--- src/hw/rtl/ssid_pkg.sv ---
// ----------------------------------------------------------------------------
// ssid_pkg
// Shared constants and types of the sorted set insert/delete core.
// ----------------------------------------------------------------------------
package ssid_pkg;

	localparam int CAPACITY    = 64;
	localparam int KEY_WIDTH   = 32;
	localparam int CNT_W       = $clog2(CAPACITY + 1);
	localparam int COUNT_OUT_W = 7;

	typedef logic signed [KEY_WIDTH-1:0] key_t;
	typedef logic [CNT_W-1:0]            cnt_t;

	typedef enum logic [1:0] {
		OP_INSERT = 2'd0,
		OP_DELETE = 2'd1,
		OP_LOOKUP = 2'd2,
		OP_CLEAR  = 2'd3
	} op_t;

	typedef enum logic {
		S_IDLE,
		S_EVAL
	} state_t;

	// Commands broadcast to every cell of the chain.
	typedef struct packed {
		logic cmp;
		logic ins;
		logic del;
	} cell_cmd_t;

endpackage

--- src/hw/rtl/ssid_cell.sv ---
// ----------------------------------------------------------------------------
// ssid_cell
// One slot of the sorted chain: holds a key, compares it with the request
// key and takes its own, the new or a neighbor's key on an update.
// ----------------------------------------------------------------------------
module ssid_cell
	import ssid_pkg::*;
(
	input  logic      clk,
	input  cell_cmd_t cmd,
	input  key_t      cmp_key,
	input  key_t      new_key,
	input  logic      in_range,
	input  logic      left_lt,
	input  key_t      left_key,
	input  key_t      right_key,
	output key_t      key,
	output logic      lt,
	output logic      eq
);

	key_t key_q;
	logic lt_s1;
	logic eq_s1;

	always_ff @(posedge clk) begin
		if (cmd.cmp) begin
			lt_s1 <= in_range && (key_q < cmp_key);
			eq_s1 <= in_range && (key_q == cmp_key);
		end
	end

	always_ff @(posedge clk) begin
		if (cmd.ins && !lt_s1) begin
			key_q <= left_lt ? new_key : left_key;
		end else if (cmd.del && !lt_s1) begin
			key_q <= right_key;
		end
	end

	assign key = key_q;
	assign lt  = lt_s1;
	assign eq  = eq_s1;

endmodule

--- config.mk ---
export PLATFORM = sky130hd
export DESIGN_NAME = ssid_cell
export DESIGN_NICKNAME = d
export VERILOG_FILES = /design/src/hw/rtl/ssid_pkg.sv /design/src/hw/rtl/ssid_cell.sv
export SDC_FILE = /design/constraint.sdc
export NUM_CORES = 1
export LEC_CHECK = 0
export BUFFER_PORTS_ARGS = -buffer_cell sky130_fd_sc_hd__buf_4
export CELL_PAD_IN_SITES_DETAIL_PLACEMENT = 0
export CELL_PAD_IN_SITES_GLOBAL_PLACEMENT = 1
export CORE_AREA = 2 2 119 86
export DETAILED_ROUTE_END_ITERATION = 10
export DIE_AREA = 0 0 121 88
export PLACE_DENSITY = 0.87
export SYNTH_ARGS = -nofsm -noshare
export SYNTH_HDL_FRONTEND = slang
export SYNTH_SLANG_ARGS = --single-unit
export TNS_END_PERCENT = 20
--- constraint.sdc ---
create_clock -name clk -period 2 [get_ports clk]
set_input_delay 0.1 -clock clk [delete_from_list [all_inputs] [get_ports clk]]
set_output_delay 0.1 -clock clk [all_outputs]
set_load 0.02 [all_outputs]
* Yosys cells after proc, flatten, opt, wreduce, memory -nomap -nowiden
Cells that the tools add are included.
Operators by class: magnitude comparators 1, equal/unequal tests 1, muxes and demuxes 3, reduce and logical (&&, ||, !) cells 6
Operator list (count):
- 32-bit 2-to-1 mux | 3
- 32-bit equality test | 1
- 32-bit less-than comparator | 1
- 1-bit logical AND | 4
- 2-bit nonzero test | 1
- 1-bit zero test | 1
Storage, ports and cells: flip-flop bits (word level) 34, input port bits 134, output and inout bits 34

* Depth between registers and ports, before layout
Gate-level depths: netlist of the first run.
depth after elaboration 4, mapped depth 8

* Worst setup path before layout of the first run
OpenSTA, ideal clock, no wires.
kind register to register, from register lt_s1, in the netlist lt, to register key_q[0], in the netlist key[0], enable pin, arrival time 1901 ps, required time 1578 ps, slack -323 ps, cell stages (with the launch flop) 2, path buffers 0, period minus slack after synthesis 2323 ps, cell sequence edfxtp_1 -> nor2_1
On the way: longest elaborated chain between the ends 3, elaborated cells between the ends (all ways) 4, those cells by class reduce/logical (4)
RTL lines:
- start, declared | line ssid_cell.sv:23 | logic lt_s1;
- start signal, assigned | line ssid_cell.sv:28 | lt_s1 <= in_range && (key_q < cmp_key);
- 1-bit zero test (*) | line ssid_cell.sv:34, ssid_cell.sv:36
- 1-bit logical AND, on equally long branches | line ssid_cell.sv:34, ssid_cell.sv:36
- 2-bit nonzero test (no source line) (*)
- end signal, assigned | line ssid_cell.sv:35 | key_q <= left_lt ? new_key : left_key;
- end signal, assigned | line ssid_cell.sv:37 | key_q <= right_key;
- end, declared | line ssid_cell.sv:22 | key_t key_q;
Mark *: on every way between the ends. The rest lies on a longest branch, timed or not. A chain may end at the register's enable or synchronous reset.

* Worst setup path in the final report of the first run
from register key_q[9], in the netlist key[9], to register lt_s1, in the netlist lt, data pin
On the way: longest elaborated chain between the ends 2
RTL lines (line):
- 32-bit less-than comparator | ssid_cell.sv:28
- 1-bit logical AND | ssid_cell.sv:28
No other way between the ends.

==> results of run 1 <==
## power breakdown
part	internal [mW]	total [mW]	switching, mW
registers	0.893	0.940	0.0469
logic	0.429	0.853	0.424
clock network	0.454	0.725	0.270
total	1.78	2.52	0.741
## kinds of logic after synthesis
| group | synth area share, % |
|---|---|
| simple gates | 10.58 |
| fa+ha+maj | 15.83 |
| mux | 13.06 |
| compound gates | 13.35 |
| flops | 40.36 |
| buf+inv | 6.825 |
## repair_timing
action / in CTS / in global routing
setup endpoints to repair: 0 / 2
hold buffers: 0 / 0
gates resized for setup: 0 / 3
## cells in the final DEF (no fill, tap or decap), drive strengths merged, types with 4 or more instances in the layout
cell	Yosys	routed
clkbuf	8	6
buf	3	170
o21ai	37	37
inv	34	34
nand2	40	40
nor2	4	4
mux2i	33	33
edfxtp	34	34
ha	32	32
a21oi	16	16
nand4	6	6
## per-stage QoR
| step | setup slack, ns | utilization [%] | power [mW] | hold slack [ns] |
|---|---|---|---|---|
| 6_report | 0.1037 | 43.29 | 2.518 | 0.05416 |
| 5_1_grt | 0.006339 | 43.29 | 2.682 | 0.04264 |
| 4_1_cts | 0.06067 | 42.98 | 2.544 | 0.04662 |
| 3_5_place_dp | 0.08643 | 41.53 | 1.800 | 0.3356 |
| 3_3_place_gp | 0.1410 | 41.53 | 1.781 | 0.3398 |
| 2_1_floorplan | 0.09996 | - | 1.368 | 0.2125 |
## critical path, delay by kind of cell, from the launching register on
kind                       cells  cell delay (ns)
AOI/OAI and AO/OA              4             0.73
DFF                            1             0.39
adders and majority gates      1             0.31
muxes                          1             0.12
and+or+nand+nor                1             0.10
## state kept, by name, indices dropped and copies added (netlist names)
name,cells
lt,1
eq,1
key,32
## routing by layer
| layer | wire length (um) | track usage (%) | vias up | share of wire, % |
|---|---|---|---|---|
| met5 | 0 | 0 | - | 0 |
| met4 | 77 | 4.123 | 0 | 1.0 |
| met3 | 480 | 2.995 | 7 | 6.2 |
| met2 | 3630 | 23.29 | 72 | 47 |
| met1 | 3525 | 19.20 | 1057 | 46 |
| li1 | - | - | 1262 | - |
## cell type report
class | instances | share of cell area, %
Tap cell | 128 | 3.895
Inverter | 34 | 3.104
Multi-Input combinational cell | 183 | 33.48
Clock inverter | 2 | 0.2130
Sequential cell | 34 | 24.83
Timing Repair Buffer | 170 | 31.35
Clock buffer | 6 | 3.135
## worst min-delay path by stage
stage                       from  endpoint  slack (ns)  depth (start not counted)
after global routing      cmd[2]        lt        0.04                          1
final                     cmd[2]        eq        0.05                          1
after global placement    cmd[2]        eq        0.34                          1
after CTS                 cmd[2]        eq        0.05                          1
after floorplan           cmd[2]        eq        0.21                          0
after detailed placement  cmd[2]        eq        0.34                          1
==> key figures, run 1 <==
Hold path
  – HP Class: in2reg

Setup path
  – Reg2reg setup slack: ~0.10 ns
  – Largest stage delay, worst path: slightly below 0.4 ns
  – Cell Chain, Critical Path: ha_1 > a21o_1 > nand3_1 > a21oi_2 > a2111oi_4 > a21oi_2 > mux2i_1
  – Worst setup path end: lt
  – Kind of start point of the critical path: register
  – CP startpoint: key[9]
  – Required @ worst endpoint: between 2 and 2.5 ns
  – Critical Path AT: 1.92 ns
  – Max FO, Critical Path: 2
  – Most frequent CP cell: a21oi_2
  – Endpoint type of the worst setup path: register
  – CP max-delay cell: edfxtp_1
  – FF-to-FF End: lt
  – Worst R2R Start: key[9]
  – Worst reg-to-reg path cell count: 7
  – Worst Setup Path Type: reg2reg

Detailed routing
  – DRT antenna net count: 0
  – Drt drc: 0
  – Routed wire length: 7714 um
  – DR vias: between 2000 and 2500
  – Detailed Routing Iterations Pass 1: 4
  – Initial DRC count: 50
  – Wire length per cell: 13.85 um
  – DR vias/cell: approximately 4.3

Floorplanning
  – Area of the core: ~9500 um2
  – Die width: between 100 and 150 um
  – I/O pin count: 168
  – Die height: about 90 um
  – Initial core utilization: 26.64%
  – Rows: 30
  – Area of the die: roughly 11000 um2

Layout
  – Layout cells sized above 1: 42.89%
  – Fin nets: between 500 and 600
  – Non-filler instance count after layout: ~560
  – Area of the multi-input gates: around 1400 um2
  – ANT cells: 0
  – Sequential cell area: around 1000 um2
  – Filler cells: between 900 and 1000
  – Post-route cell area: 4111 um2
  – Area growth from synthesis to layout: 62.51%

Pwr
  – Leakage power figure: roughly 2.1 nW
  – Power Density: around 610 nW/um2
  – Max VDD drop: 0.0003122 V

Timing
  – Minimum clock period after layout: between 1.5 and 2 ns
  – Hold Vio Cnt, Final: 0
  – Sum of negative setup slack: 0 ns
  – Max-slew headroom: 63.40%
  – Clock Skew: ~0.0027 ns
  – Pin slew with the least headroom to its limit: ~0.55 ns
  – Peak Freq: around 0.53 GHz
  – Unrepaired setup endpoints after global routing: false
  – Setup violators final: 0
  – Ratio of final minimum period to clock period: between 90% and 100%
  – Slew Limit Fails: 0

Synthesis
  – Synth area leader: edfxtp_1
  – Syn_nets: about 430
  – Syn_area_per_cell: 9.656 um2
  – Synth cell types: 24
  – Syn Inst Count: between 200 and 300
  – Seq/Total Area, Yosys: between 40% and 50%
  – Top FF cell, synth: edfxtp_1
  – Count leader, synth: nand2_1
  – EDFF count, synth: 34
  – Synth warn: 0
  – Synth Cell Area: approximately 2500 um2
  – Asr flop ratio synth: 0%
  – Most frequent cells after synthesis: nand2_1, edfxtp_1, inv_1
  – Yosys reg bits: 34
  – Top-area cell type share of the netlist area: 40.36%
  – Top area cells in the synthesized netlist: edfxtp_1, ha_1, mux2i_1

Placed design
  – Dpl cells: 549
  – Detail Placement HPWL: between 6000 and 7000 um
  – Placer Congestion: roughly 0.76
  – Dpl cell area: between 3000 and 4000 um2
  – PortBufs: 167

CTS
  – Root buffer cell: clkbuf_16
  – Sink Count: 34
  – TritonCTS clock tree: yes
  – Number of clock buffers inserted by TritonCTS: 5
  – Post-CTS Setup Inserts: 0
  – H-Tree Depth: 2
  – Reg clk slew, reported paths: around 0.050 ns
  – Clk buf depth: 2
  – Worst-Skew Late Latency: 0.27 ns

Global route
  – Vias in the first global route: 2425
  – GRT Residual Overflow: 0
  – Overall Global Routing Usage: about 14%
  – First-pass GRT wire length: between 10000 and 15000 um
  – Initial antenna violation count: 0
  – Largest net degree at the start of global routing: slightly above 40

Flow run
  – Max cap viols: 0

Status
  – Status: completed
No activity file was read; power rests on OpenSTA's default activity.
==> run 2, diff against run 1 <==
--- a/config.mk
+++ b/config.mk
@@ -11,6 +11,7 @@
 export CORE_AREA = 2 2 119 86
 export DETAILED_ROUTE_END_ITERATION = 10
 export DIE_AREA = 0 0 121 88
+export MAX_ROUTING_LAYER = met4
 export PLACE_DENSITY = 0.87
 export SYNTH_ARGS = -nofsm -noshare
 export SYNTH_HDL_FRONTEND = slang
==> run 2 against run 1 <==
Effect of this change: die area did not move; sequential cell count did not move; non-clock buffer count did not move; sequential share of layout area did not move; final cell count did not move; via count rose by 0.17%; register-to-register slack barely moved; critical path depth did not move; clock skew rose by 0.0015 ns; total power barely moved; highest routed layer unchanged.
==> key figures, run 2 (synthesis gave the netlist of run 1 again) <==
Setup path
  – Worst path top cell family by delay: compound AO/OA/AOI/OAI gates
  – FF-to-FF End: lt
  – Worst reg-to-reg path cell count: 7
  – Kind of start point of the critical path: register
  – Most frequent CP cell: a21oi_2
  – CP bufs+invs: 0
  – CP startpoint: key[9]
  – Largest stage delay, worst path: just under 0.4 ns
  – Worst Setup Path Type: reg2reg
  – Cell Chain, Critical Path: ha_1 > a21o_1 > nand3_1 > a21oi_2 > a2111oi_4 > a21oi_2 > mux2i_1
  – CP max-delay cell: edfxtp_1
  – Critical Path AT: about 1.9 ns
  – Worst setup path end: lt
  – Endpoint type of the worst setup path: register
  – Reg2reg setup slack: 0.10 ns
  – Number of cells on the critical path: 7
  – Worst R2R Start: key[9]
  – Required @ worst endpoint: 2.02 ns
  – Max FO, Critical Path: 2

Placed design
  – Placer Congestion: ~0.77
  – PortBufs: approximately 170
  – Detail Placement HPWL: ~6400 um
  – Pre-CTS WS: just under 0.09 ns

Timing
  – Ratio of final minimum period to clock period: a little over nine tenths
  – Max-slew headroom: a little under two thirds
  – Sum of negative setup slack: 0 ns
  – Pin slew with the least headroom to its limit: ~0.55 ns
  – Minimum clock period after layout: 1.897 ns
  – Slew Limit Fails: 0
  – Unrepaired setup endpoints after global routing: false
  – Hold Vio Cnt, Final: 0
  – Setup violators final: 0
  – Peak Freq: approximately 0.53 GHz
  – Clock Skew: approximately 0.0042 ns
  – Hold Slack: ~0.053 ns
  – Final worst setup slack: approximately 0.10 ns

Floorplanning
  – Die width: 121 um
  – Initial core utilization: a little over a quarter
  – Die height: 88 um
  – I/O pin count: about 170
  – Area of the die: 10650 um2
  – Rows: 30
  – Area of the core: between 9000 and 10000 um2

Detailed routing
  – Drt drc: 0
  – Detailed Routing Iterations Pass 1: 4
  – DR top layer: met4
  – Routed wire length: ~7700 um
  – Wire length per cell: 13.85 um
  – Initial DRC count: 46
  – Met2 WL: around 3600 um
  – Routed wire length on met3: 457 um
  – DRT antenna net count: 0
  – DR vias: roughly 2400
  – Met1 WL: 3535 um
  – DR vias/cell: approximately 4.3

Layout
  – Area growth from synthesis to layout: 62.51%
  – Fin util: between 40% and 50%
  – Leading cell type in the layout, fill and taps excluded: buf_4
  – Commonest non-fill, non-tap cells in the layout: buf_4, nand2_1, inv_1, edfxtp_1, mux2i_1
  – Max FFs per register: 32
  – Layout cells sized above 1: 42.89%
  – Fin nets: between 500 and 600
  – ANT cells: 0

Hold path
  – HP Class: in2reg

CTS
  – Sink Count: 34
  – Post-CTS Setup Inserts: 0
  – H-Tree Depth: 2
  – Root buffer cell: clkbuf_16
  – TritonCTS clock tree: yes
  – Number of clock buffers inserted by TritonCTS: 5
  – Reg clk slew, reported paths: around 0.05 ns
  – Clk buf depth: 2
  – Worst-Skew Late Latency: between 0.2 and 0.3 ns

Flow run
  – Max cap viols: 0

Global route
  – GRT Residual Overflow: 0
  – Initial antenna violation count: 0
  – Largest net degree at the start of global routing: between 40 and 50
  – First-pass GRT wire length: ~12000 um
  – Overall Global Routing Usage: 14.72%
  – Vias in the first global route: between 2000 and 2500

Pwr
  – Final Power: 2.516 mW
  – Power Density: between 600 and 700 nW/um2
  – Leakage power figure: 2.091 nW
  – Max VDD drop: 0.0003121 V

Status
  – Status: completed
run 2: cell counts in the layout (fill, tap and decap cells not counted):
No cell type changed its count.
run 2: metal layers:
| metal | vias up | GRT usage (%) |
|---|---|---|
| met5 | - | - |
| met4 | 0 | 4.123 |
| met3 | 9 | 2.734 |
| met2 | 72 | 23.29 |
| met1 | 1058 | 19.36 |
| li1 | 1263 | - |
run 2: worst min path at each step:
stage                start  end  depth (start not counted)
finish              cmd[2]   eq                          1
global route        cmd[2]   lt                          1
CTS                 cmd[2]   eq                          1
detailed placement  cmd[2]   eq                          1
global placement    cmd[2]   eq                          1
floorplan           cmd[2]   eq                          0
run 2: through the flow:
stage	instance area (um2)	cells
floorplan	2532	262
global placement	3944	549
detailed placement	3944	549
CTS	4081	557
global route	4111	557
finish	4111	557
run 2: cell type report:
class | instances | area, um2
clock inverters | 2 | 8.758
well taps | 128 | 160.2
clock buffers | 6 | 128.9
fillers | 927 | 5385
multi-input cells | 183 | 1376
flip-flops and latches | 34 | 1021
repair buffers | 170 | 1289
inverters | 34 | 127.6
run 2: power by group:
group	switching [mW]	internal, mW	total, mW	leakage [nW]
Clock	0.269	0.454	0.723	0.0683
Combinational	0.423	0.429	0.852	1.69
Sequential	0.0470	0.893	0.940	0.336
run 2: what timing repair did:
| action | 4_1_cts | 5_1_grt |
|---|---|---|
| hold buffers | 0 | 0 |
| endpoints found under the setup margin | 0 | 2 |
| gates resized for setup | 0 | 3 |
